<file path="src/design/i2cbm_pkg.sv">
package i2cbm_pkg;

    // Width of the per-step hold counter
    localparam int unsigned HOLD_CNT_W = 8;
    localparam int unsigned HOLD_REG_W = 8;
    localparam int unsigned CFG_IDX_W  = 2;
    localparam int unsigned CFG_DATA_W = 8;

    // Configuration register indexes
    localparam logic [CFG_IDX_W-1:0] CFG_LONG_HOLD  = 2'd0;
    localparam logic [CFG_IDX_W-1:0] CFG_SHORT_HOLD = 2'd1;

    // Reset values of the hold registers
    localparam logic [HOLD_REG_W-1:0] LONG_HOLD_RST  = 8'd25;
    localparam logic [HOLD_REG_W-1:0] SHORT_HOLD_RST = 8'd5;

    // Bus commands
    typedef enum logic [2:0] {
        CMD_START = 3'd0,
        CMD_STOP  = 3'd1,
        CMD_WRITE = 3'd2,
        CMD_READ  = 3'd3,
        CMD_ACK   = 3'd4,
        CMD_NACK  = 3'd5
    } cmd_t;

    // Hold length selected by a step
    typedef enum logic [1:0] {
        HOLD_NONE  = 2'd0,
        HOLD_SHORT = 2'd1,
        HOLD_LONG  = 2'd2
    } hold_kind_t;

    typedef struct packed {
        logic       cmd_valid;
        logic [2:0] req_type;
        logic [7:0] write_byte;
        logic       sda_sample;
    } in_item_t;

    typedef struct packed {
        logic       scl_level;
        logic       sda_level;
        logic       busy_res;
        logic       done_res;
        logic [7:0] read_byte;
        logic       ack_bit;
    } out_item_t;

    // Remaining ticks after the entry tick: max(1, ticks) - 1, saturated
    function automatic logic [HOLD_CNT_W-1:0] hold_load(input logic [HOLD_REG_W-1:0] ticks);
        logic [HOLD_REG_W-1:0] dur;
        logic [15:0]           dur16;
        logic [15:0]           lim16;
        dur   = (ticks == '0) ? '0 : ticks - 1'b1;
        dur16 = 16'(dur);
        lim16 = 16'((32'd1 << HOLD_CNT_W) - 32'd1);
        return HOLD_CNT_W'((dur16 > lim16) ? lim16 : dur16);
    endfunction

endpackage

</file>
<file path="src/design/i2c_bit_level_master.sv">
// I2C master line sequencer. Each accepted input transfer is one timing tick: it may
// carry a command (start, stop, write byte, read byte, ack, nack) and always carries
// the sampled SDA level. Every tick produces exactly one result transfer with the
// driven SCL/SDA levels, busy/done flags, the last read byte and the last write's
// acknowledge bit. One tick is accepted per clock cycle; the tick's update runs in a
// single pass from the sequencer state to the output register, so s_ready only drops
// while a result is waiting and m_ready is low. Hold lengths come from the long and
// short hold registers (index 0 and 1, zero acts as one tick). Commands arriving while
// busy are ignored; there is no clock stretching or arbitration. Both lines reset high.
module i2c_bit_level_master (
    input  logic                                 aclk,
    input  logic                                 aresetn,
    input  logic                                 s_valid,
    output logic                                 s_ready,
    input  i2cbm_pkg::in_item_t                  s_payload,
    output logic                                 m_valid,
    input  logic                                 m_ready,
    output i2cbm_pkg::out_item_t                 m_payload,
    input  logic                                 cfg_wr_en,
    input  logic [i2cbm_pkg::CFG_IDX_W-1:0]      cfg_index,
    input  logic [i2cbm_pkg::CFG_DATA_W-1:0]     cfg_wdata
);

    logic [i2cbm_pkg::HOLD_REG_W-1:0] long_hold_reg;
    logic [i2cbm_pkg::HOLD_REG_W-1:0] short_hold_reg;
    logic                             out_valid_reg;
    i2cbm_pkg::out_item_t             out_data_reg;
    i2cbm_pkg::out_item_t             step_result;
    logic                             s_xfer;

    // Configuration registers
    always_ff @(posedge aclk) begin
        if (!aresetn) begin
            long_hold_reg  <= i2cbm_pkg::LONG_HOLD_RST;
            short_hold_reg <= i2cbm_pkg::SHORT_HOLD_RST;
        end else if (cfg_wr_en) begin
            if (cfg_index == i2cbm_pkg::CFG_LONG_HOLD) begin
                long_hold_reg <= cfg_wdata;
            end else if (cfg_index == i2cbm_pkg::CFG_SHORT_HOLD) begin
                short_hold_reg <= cfg_wdata;
            end
        end
    end

    // Accept whenever the output slot is free or being drained
    assign s_ready = !out_valid_reg || m_ready;
    assign s_xfer  = s_valid && s_ready;

    i2cbm_seq u_seq (
        .aclk       (aclk),
        .aresetn    (aresetn),
        .step_en    (s_xfer),
        .item       (s_payload),
        .long_hold  (long_hold_reg),
        .short_hold (short_hold_reg),
        .result     (step_result)
    );

    // Result register
    always_ff @(posedge aclk) begin
        if (!aresetn) begin
            out_valid_reg <= 1'b0;
        end else if (s_xfer) begin
            out_valid_reg <= 1'b1;
        end else if (m_ready) begin
            out_valid_reg <= 1'b0;
        end
    end

    always_ff @(posedge aclk) begin
        if (s_xfer) begin
            out_data_reg <= step_result;
        end
    end

    assign m_valid   = out_valid_reg;
    assign m_payload = out_data_reg;

    // A completing tick never reports busy
    assert property (@(posedge aclk) disable iff (!aresetn)
        (m_valid && m_payload.done_res) |-> !m_payload.busy_res)
        else $error("done while busy");

    // Every accepted tick yields a result on the next cycle
    assert property (@(posedge aclk) disable iff (!aresetn)
        s_xfer |=> m_valid)
        else $error("accepted tick without result");

    // Done pulses for a single result only
    assert property (@(posedge aclk) disable iff (!aresetn)
        (s_xfer && m_valid && m_payload.done_res && !m_payload.busy_res &&
         $past(s_xfer)) |=> (!m_payload.done_res || !$past(m_payload.done_res)))
        else $error("done held across ticks");

endmodule

</file>
<file path="src/design/i2cbm_seq.sv">
module i2cbm_seq (
    input  logic                                 aclk,
    input  logic                                 aresetn,
    input  logic                                 step_en,
    input  i2cbm_pkg::in_item_t                  item,
    input  logic [i2cbm_pkg::HOLD_REG_W-1:0]     long_hold,
    input  logic [i2cbm_pkg::HOLD_REG_W-1:0]     short_hold,
    output i2cbm_pkg::out_item_t                 result
);

    logic                              idle_reg, idle_next;
    i2cbm_pkg::cmd_t                   cmd_reg, cmd_next;
    logic [2:0]                        phase_reg, phase_next;
    logic [3:0]                        bit_cnt_reg, bit_cnt_next;
    logic [7:0]                        shift_reg, shift_next;
    logic [i2cbm_pkg::HOLD_CNT_W-1:0]  hold_reg, hold_next;
    logic                              scl_reg, scl_next;
    logic                              sda_reg, sda_next;
    logic                              ack_reg, ack_next;
    logic [7:0]                        rdata_reg, rdata_next;

    // Step sequencing for one tick
    always_comb begin
        logic                  enter;
        logic                  stepped;
        logic                  last;
        i2cbm_pkg::hold_kind_t kind;
        logic [3:0]            bit_inc;

        idle_next    = idle_reg;
        cmd_next     = cmd_reg;
        phase_next   = phase_reg;
        bit_cnt_next = bit_cnt_reg;
        shift_next   = shift_reg;
        hold_next    = hold_reg;
        scl_next     = scl_reg;
        sda_next     = sda_reg;
        ack_next     = ack_reg;
        rdata_next   = rdata_reg;
        enter        = 1'b0;
        stepped      = 1'b0;
        kind         = i2cbm_pkg::HOLD_NONE;
        bit_inc      = bit_cnt_reg + 4'd1;

        // Launch a new command or advance the running one
        if (idle_reg) begin
            if (item.cmd_valid && (item.req_type <= 3'(i2cbm_pkg::CMD_NACK))) begin
                cmd_next     = i2cbm_pkg::cmd_t'(item.req_type);
                phase_next   = 3'd0;
                bit_cnt_next = 4'd0;
                shift_next   = (item.req_type == 3'(i2cbm_pkg::CMD_WRITE)) ?
                               item.write_byte : 8'h00;
                idle_next    = 1'b0;
                enter        = 1'b1;
                stepped      = 1'b1;
            end
        end else begin
            stepped = 1'b1;
            if (hold_reg != '0) begin
                hold_next = hold_reg - 1'b1;
            end else begin
                enter = 1'b1;
                if (cmd_reg == i2cbm_pkg::CMD_WRITE && phase_reg == 3'd2) begin
                    shift_next   = {shift_reg[6:0], 1'b0};
                    bit_cnt_next = bit_inc;
                    phase_next   = bit_inc[3] ? 3'd3 : 3'd0;
                end else if (cmd_reg == i2cbm_pkg::CMD_READ && phase_reg == 3'd1) begin
                    bit_cnt_next = bit_inc;
                    phase_next   = 3'd0;
                end else begin
                    phase_next = phase_reg + 3'd1;
                end
            end
        end

        // Line write of the entered step
        if (enter) begin
            unique case (cmd_next)
                i2cbm_pkg::CMD_START: begin
                    unique case (phase_next)
                        3'd0:    scl_next = 1'b1;
                        3'd1:    begin sda_next = 1'b1; kind = i2cbm_pkg::HOLD_LONG;  end
                        3'd2:    begin sda_next = 1'b0; kind = i2cbm_pkg::HOLD_SHORT; end
                        default: begin scl_next = 1'b0; kind = i2cbm_pkg::HOLD_SHORT; end
                    endcase
                end
                i2cbm_pkg::CMD_STOP: begin
                    unique case (phase_next)
                        3'd0:    begin sda_next = 1'b0; kind = i2cbm_pkg::HOLD_SHORT; end
                        3'd1:    begin scl_next = 1'b1; kind = i2cbm_pkg::HOLD_LONG;  end
                        default: sda_next = 1'b1;
                    endcase
                end
                i2cbm_pkg::CMD_WRITE: begin
                    unique case (phase_next)
                        3'd0: begin
                            sda_next = shift_next[7];
                            kind     = shift_next[7] ? i2cbm_pkg::HOLD_SHORT :
                                                       i2cbm_pkg::HOLD_NONE;
                        end
                        3'd1:    begin scl_next = 1'b1; kind = i2cbm_pkg::HOLD_LONG; end
                        3'd2:    scl_next = 1'b0;
                        3'd3:    begin sda_next = 1'b1; kind = i2cbm_pkg::HOLD_LONG; end
                        3'd4: begin
                            scl_next = 1'b1;
                            ack_next = item.sda_sample;
                            kind     = i2cbm_pkg::HOLD_LONG;
                        end
                        default: begin scl_next = 1'b0; kind = i2cbm_pkg::HOLD_SHORT; end
                    endcase
                end
                i2cbm_pkg::CMD_READ: begin
                    // Data bit is taken as SCL falls
                    if (phase_next == 3'd0) begin
                        scl_next = 1'b1;
                    end else begin
                        shift_next = {shift_next[6:0], item.sda_sample};
                        scl_next   = 1'b0;
                    end
                    kind = i2cbm_pkg::HOLD_LONG;
                end
                i2cbm_pkg::CMD_ACK: begin
                    unique case (phase_next)
                        3'd0:    begin sda_next = 1'b0; kind = i2cbm_pkg::HOLD_LONG; end
                        3'd1:    begin scl_next = 1'b1; kind = i2cbm_pkg::HOLD_LONG; end
                        3'd2:    scl_next = 1'b0;
                        default: begin sda_next = 1'b1; kind = i2cbm_pkg::HOLD_LONG; end
                    endcase
                end
                default: begin
                    unique case (phase_next)
                        3'd0:    sda_next = 1'b1;
                        3'd1:    scl_next = 1'b1;
                        default: scl_next = 1'b0;
                    endcase
                    kind = i2cbm_pkg::HOLD_LONG;
                end
            endcase

            unique case (kind)
                i2cbm_pkg::HOLD_SHORT: hold_next = i2cbm_pkg::hold_load(short_hold);
                i2cbm_pkg::HOLD_LONG:  hold_next = i2cbm_pkg::hold_load(long_hold);
                default:               hold_next = '0;
            endcase
        end

        // Completion on the last tick of the last step
        unique case (cmd_next)
            i2cbm_pkg::CMD_START: last = (phase_next >= 3'd3);
            i2cbm_pkg::CMD_STOP:  last = (phase_next >= 3'd2);
            i2cbm_pkg::CMD_WRITE: last = (phase_next >= 3'd5);
            i2cbm_pkg::CMD_READ:  last = (phase_next >= 3'd1) && (bit_cnt_next >= 4'd7);
            i2cbm_pkg::CMD_ACK:   last = (phase_next >= 3'd3);
            default:              last = (phase_next >= 3'd2);
        endcase

        result.done_res = 1'b0;
        if (stepped && hold_next == '0 && last) begin
            if (cmd_next == i2cbm_pkg::CMD_READ) begin
                rdata_next = shift_next;
            end
            idle_next       = 1'b1;
            result.done_res = 1'b1;
        end

        result.scl_level = scl_next;
        result.sda_level = sda_next;
        result.busy_res  = !idle_next;
        result.read_byte = rdata_next;
        result.ack_bit   = ack_next;
    end

    // Sequencer state
    always_ff @(posedge aclk) begin
        if (!aresetn) begin
            idle_reg    <= 1'b1;
            cmd_reg     <= i2cbm_pkg::CMD_START;
            phase_reg   <= 3'd0;
            bit_cnt_reg <= 4'd0;
            shift_reg   <= 8'h00;
            hold_reg    <= '0;
            scl_reg     <= 1'b1;
            sda_reg     <= 1'b1;
            ack_reg     <= 1'b0;
            rdata_reg   <= 8'h00;
        end else if (step_en) begin
            idle_reg    <= idle_next;
            cmd_reg     <= cmd_next;
            phase_reg   <= phase_next;
            bit_cnt_reg <= bit_cnt_next;
            shift_reg   <= shift_next;
            hold_reg    <= hold_next;
            scl_reg     <= scl_next;
            sda_reg     <= sda_next;
            ack_reg     <= ack_next;
            rdata_reg   <= rdata_next;
        end
    end

    // An idle sequencer never carries a pending hold
    assert property (@(posedge aclk) disable iff (!aresetn)
        idle_reg |-> (hold_reg == '0))
        else $error("hold pending while idle");

    // Read never counts past its eighth bit
    assert property (@(posedge aclk) disable iff (!aresetn)
        (!idle_reg && cmd_reg == i2cbm_pkg::CMD_READ) |-> (bit_cnt_reg <= 4'd7))
        else $error("read bit count overrun");

    // Write bit count stops at eight, and only the tail steps run there
    assert property (@(posedge aclk) disable iff (!aresetn)
        (!idle_reg && cmd_reg == i2cbm_pkg::CMD_WRITE && bit_cnt_reg[3]) |->
        (phase_reg >= 3'd3 && bit_cnt_reg == 4'd8))
        else $error("write bit count out of step");

endmodule

</file>
<file path="config.mk">
export PLATFORM = sky130hd
export DESIGN_NAME = i2c_bit_level_master
export DESIGN_NICKNAME = d
export VERILOG_FILES = /design/src/design/i2cbm_pkg.sv /design/src/design/i2c_bit_level_master.sv /design/src/design/i2cbm_seq.sv
export SDC_FILE = /design/constraint.sdc
export NUM_CORES = 1
export LEC_CHECK = 0
export ABC_AREA = 1
export BUFFER_PORTS_ARGS = -buffer_cell sky130_fd_sc_hd__buf_4
export CAP_MARGIN = 20
export CORE_AREA = 4 4 127 141
export DETAILED_ROUTE_END_ITERATION = 10
export DIE_AREA = 0 0 131 145
export PLACE_DENSITY = 0.47
export SYNTH_ARGS = -nofsm -noshare
export SYNTH_HDL_FRONTEND = slang
export SYNTH_HIERARCHICAL = 1
export SYNTH_SLANG_ARGS = --single-unit
</file>
<file path="constraint.sdc">
create_clock -name aclk -period 8.88 [get_ports aclk]
set_input_delay 0.888 -clock aclk [delete_from_list [all_inputs] [get_ports aclk]]
set_output_delay 0.888 -clock aclk [all_outputs]
set_load 0.1 [all_outputs]
</file>
# Word-level counts from Yosys, hierarchy flattened
# Index checks and enable logic that the tools add are counted.
# totals
ff_bits,68
mem_bits_rw,0
mem_count,0
out_inout_bits,15
inputBits,28
romBits,0
latchBits,0
# op_classes
n_lt_le_gt_ge,6
shifts,0
eq_ne,16
mul,0
bitwise,1
n_addsub,5
div,0
reduce_logical,25
mux,65
# ops
op,n
$mux W8,15
$eq A3 B2 Y1 const B,8
$logic_not A8 Y1,3
$sub A8 B1 Y8 const B,3
$mux W3,7
$mux W4,5
$mux W1,19
$pmux W1 S2,8
$pmux W8 S2,1
$pmux W1 S5,2
$eq A3 B1 Y1 const B,3
$pmux W2 S2,2
$pmux W2 S4,1
$reduce_bool A8 Y1,1
$reduce_or A2 Y1,4
$logic_and A1 B1 Y1,7
$eq A3 B3 Y1 const B,2
$ge A3 B2 Y1 const B,2
$logic_not A3 Y1,2
$mux W2,3
$pmux W2 S3,1
$add A4 B1 Y4 const B,1
$eq A2 B1 Y1 const B,2
$ge A4 B3 Y1 const B,1
other kinds (14),15

# Depth between registers and ports, before layout
# logic_depth
word_depth,19
depth_mapped,31

# Cells and area by module
# Netlist, hierarchy kept.
# modules_own_cells
mod,area_each_um2,seq_area_each_um2,n_inst,cells_each
i2cbm_seq,3573.4,760.7,1,632
i2c_bit_level_master,1134.8,730.7,1,115

# Least setup slack after synthesis
# No wires, ideal clock.
# synth_path
kind,input port to flip-flop
from,in s_payload[12] in the netlist's numbering
to,"reg out_data_reg (netlist bit m_payload[1]), data pin"
n_path_buf,0
t_arrival_ps,3373
t_required_ps,8626
setup_slack_ps,5253
path_stages,23
cell_sequence,a21boi_2 -> nor2_2 -> inv_1 -> nand2_4 -> nand2_1 -> nand2_2 -> inv_1 -> nor2_1 -> nand2_1 -> a221oi_1 -> and2_1 -> inv_1 -> ha_1 -> o21ai_0 -> nor2_1 -> o21ai_0 -> nand2_1 -> nor2_1 -> nand3_1 -> nor2_8 -> nand3_4 -> nand2_1 -> nand2_1
# synth_lines
element,line,source
"start, declared",i2c_bit_level_master.sv:15,"input i2cbm_pkg::in_item_t s_payload,"
"end signal, assigned",i2c_bit_level_master.sv:72,out_data_reg <= step_result;
"end, declared",i2c_bit_level_master.sv:27,i2cbm_pkg::out_item_t out_data_reg;

==> results.toml <==
[synth]
synth_ff_type = "dfxtp_1"
synth.ff_latch_count = 68
yosys_warnings = 6
netlist_area_um2 = 4710
yosysMostFrequentCell = "nand2_1"
synth-edff-count = 13
synth.avg_cell_area_um2 = 6.30
yosysUniqueCellTypes = 40
ys_top_cells_by_area = "dfxtp_1 23%, nand2_1 16%, inv_1 9.0%"
synth-seq-area-share_pct = 31.7
synth_area_leader_cell = "dfxtp_1"
synth_fp_nets = 787
yosysTopAreaCellShare_pct = 23.4
synth_common_cells = "195 x nand2_1, 113 x inv_1, 92 x nor2_1, 57 x nand3_1, 55 x dfxtp_1"
synthArstFlopShare_pct = 0
syn_inst = 747

[placed_design]
io_buffers = 42
hpwl_um = 9330
place_congestion = 0.859
placed_area_um2 = 5170

[grt]
grt_pass1_vias = 4345
grt.total_usage_pct = 13.8
grt_max_degree = 50
grt_first_pass_wirelength_um = 21200
antenna_found_initial = 0
gr-total-overflow = 0

[critical_path]
crit_required_ps = 8980
cp_slowest_stage_delay_ps = 510
slowest_stage = "nor2_2"
cp_max_fo = 13
critPathKind = "in -> reg"
endpoint_kind = "flip-flop"
crit_path_frequent_cell = "nand2_1"
crit_family = "simple AND/OR/NAND/NOR gates"
r2r_end = "m_payload[6]$_DFFE_PP_"
cp.arrival_ps = 4790
rr_worst_depth = 25
critPathBufInv = 5
reg2reg_slack_ps = 4260
start_kind = "primary input"
r2r_start = "u_seq/idle_reg$_SDFFE_PN1P_"

[detailed_routing]
wire_per_inst_um = 12.9
antenna_left = 0
vias = 4588
drt_drc_violations_left = 0
viasPerCell = 4.66
routed_wl_um = 12700
drtPass1Iterations = 7
drt_iter0_markers = 208

[pwr]
p_total_mw = 1.01
leakage_nw = 2.83
p_sw_share_pct = 35.6
combPwrFrac_pct = 27.5
ir_drop_mv = 0.0872
seq_power_share_pct = 35.5
p_int_mw = 0.648
clkPwrFrac_pct = 37.0
p_switching_mw = 0.359
powerDensity_nw_per_um2 = 184

[layout]
layout-drive-gt1-share_pct = 12.2
area.growth.synth_to_final_pct = 16.4
largest_reg_flops = 13
nets = 815
fin_area_um2 = 5480
diodes = 0

[sta]
max_freq_mhz = 213
finalSetupViolations = 0
hold_violations = 0
fin_crit_ps = 4690
slew_viol_final = 0
timing.final.crit_share_pct = 52.8
clock_skew_ps = 7.93
grt_setup_unrepaired = "no"
relSlewSlack_pct = 56.1
worst_slew_pin_slew_ps = 658
fin_tns_setup_ps = 0

[clock_tree]
cts_buffers = 9
root_buffer = "clkbuf_16"
cts_hold_buf = 0
cts_tree = "built"
htree_levels = 3
clock_path_buffers = 2
cts_setup_buffers = 0
clock_insertion_delay_worst_skew_ps = 350
cts_resized = 0
cts_sinks = 68
cts.reportedPaths.clkPinSlew_ps = 60

[worst_hold_path]
min_path_cells = 2
hold_path.class = "reg -> reg"
min-delay-start = "short_hold_reg[0]$_SDFFE_PN1P_"
min_delay_worst_endpoint = "short_hold_reg[0]$_SDFFE_PN1P_"

[floorplan]
die_area_um2 = 19000
rows = 49
core_um2 = 16400
dieHeight_um = 145
start_util_pct = 28.8
die_w_um = 131
ioPinCount = 43

[job]
maxCapViolations = 0

[run_status]
status = "completed"
## worst min-delay path, stage by stage (launching register included)
cell     delay (ps)
dfxtp_1         330
nand2_1          50
nand3_1          50
## cells by family (layout without fill, tap and decap cells)
family / Yosys count / count (layout) / share of synthesized area, %
AND/OR/NAND/NOR: 392 / 392 / 36.5
buffers and inverters: 149 / 182 / 13.2
AO/OA/AOI/OAI: 120 / 120 / 14.3
flip-flops: 68 / 68 / 31.7
adder cells (fa/ha/maj): 12 / 12 / 3.19
XOR/XNOR: 6 / 6 / 1.12
## cell type report
cell class / instances / area, um^2
Tap cell: 204 / 255
Clock inverter: 6 / 71.3
Fill cell: 1823 / 10900
Clock buffer: 10 / 239
Multi-Input combinational cell: 530 / 2610
Timing Repair Buffer: 46 / 365
Inverter: 120 / 453
Sequential cell: 68 / 1490
## per-layer routing
layer | wire length (um) | track usage (%) | vias up
li1 | - | - | 2440
met1 | 6220 | 18.0 | 2058
met2 | 5850 | 22.4 | 77
met3 | 418 | 2.94 | 13
met4 | 220 | 5.09 | 0
met5 | 0 | 0 | -
## power by group through the flow
stage               sequential (mW)  clock [mW]  combinational (mW)
floorplan                     0.399           0               0.180
global placement              0.365           0               0.280
detailed placement            0.365           0               0.278
CTS                           0.358       0.386               0.280
global route                  0.361       0.395               0.315
finish                        0.358       0.372               0.277
## placed cells by master (no fill, tap or decap), drive strengths merged, types with 2 or more instances in the layout
cell type	instances
nand2	204
inv	122
nor2	100
nand3	60
dfxtp	55
o21ai	55
buf	46
a21oi	44
nand4	22
edfxtp	13
ha	12
clkbuf	10
a22oi	8
xor2	5
o211ai	5
a21boi	4
clkinvlp	2
nand3b	2
nor3	2
and2	2
a221oi	2
## worst max path at each step
stage,from,cells after the start,slack [ps],endpoint
5_1_grt,s_payload[12],27,3660,u_seq/rdata_reg[0]$_SDFFE_PN0P_
4_1_cts,s_payload[12],25,4160,m_payload[6]$_DFFE_PP_
6_report,s_payload[12],25,4190,m_payload[6]$_DFFE_PP_
3_3_place_gp,s_payload[12],25,3890,m_payload[4]$_DFFE_PP_
3_5_place_dp,s_payload[12],25,3790,m_payload[6]$_DFFE_PP_
2_1_floorplan,s_payload[12],23,5250,m_payload[1]$_DFFE_PP_
## through the flow
stage / util (%) / cells / hold WS [ps] / worst slack, ps
3_5_place_dp: 31.6 / 968 / 453 / 3790
6_report: 33.5 / 984 / 466 / 4190
5_1_grt: 33.5 / 984 / 484 / 3660
2_1_floorplan: - / 747 / 429 / 5250
3_3_place_gp: 31.4 / 967 / 457 / 3890
4_1_cts: 33.5 / 984 / 468 / 4160
No activity file was read; power rests on OpenSTA's default activity.
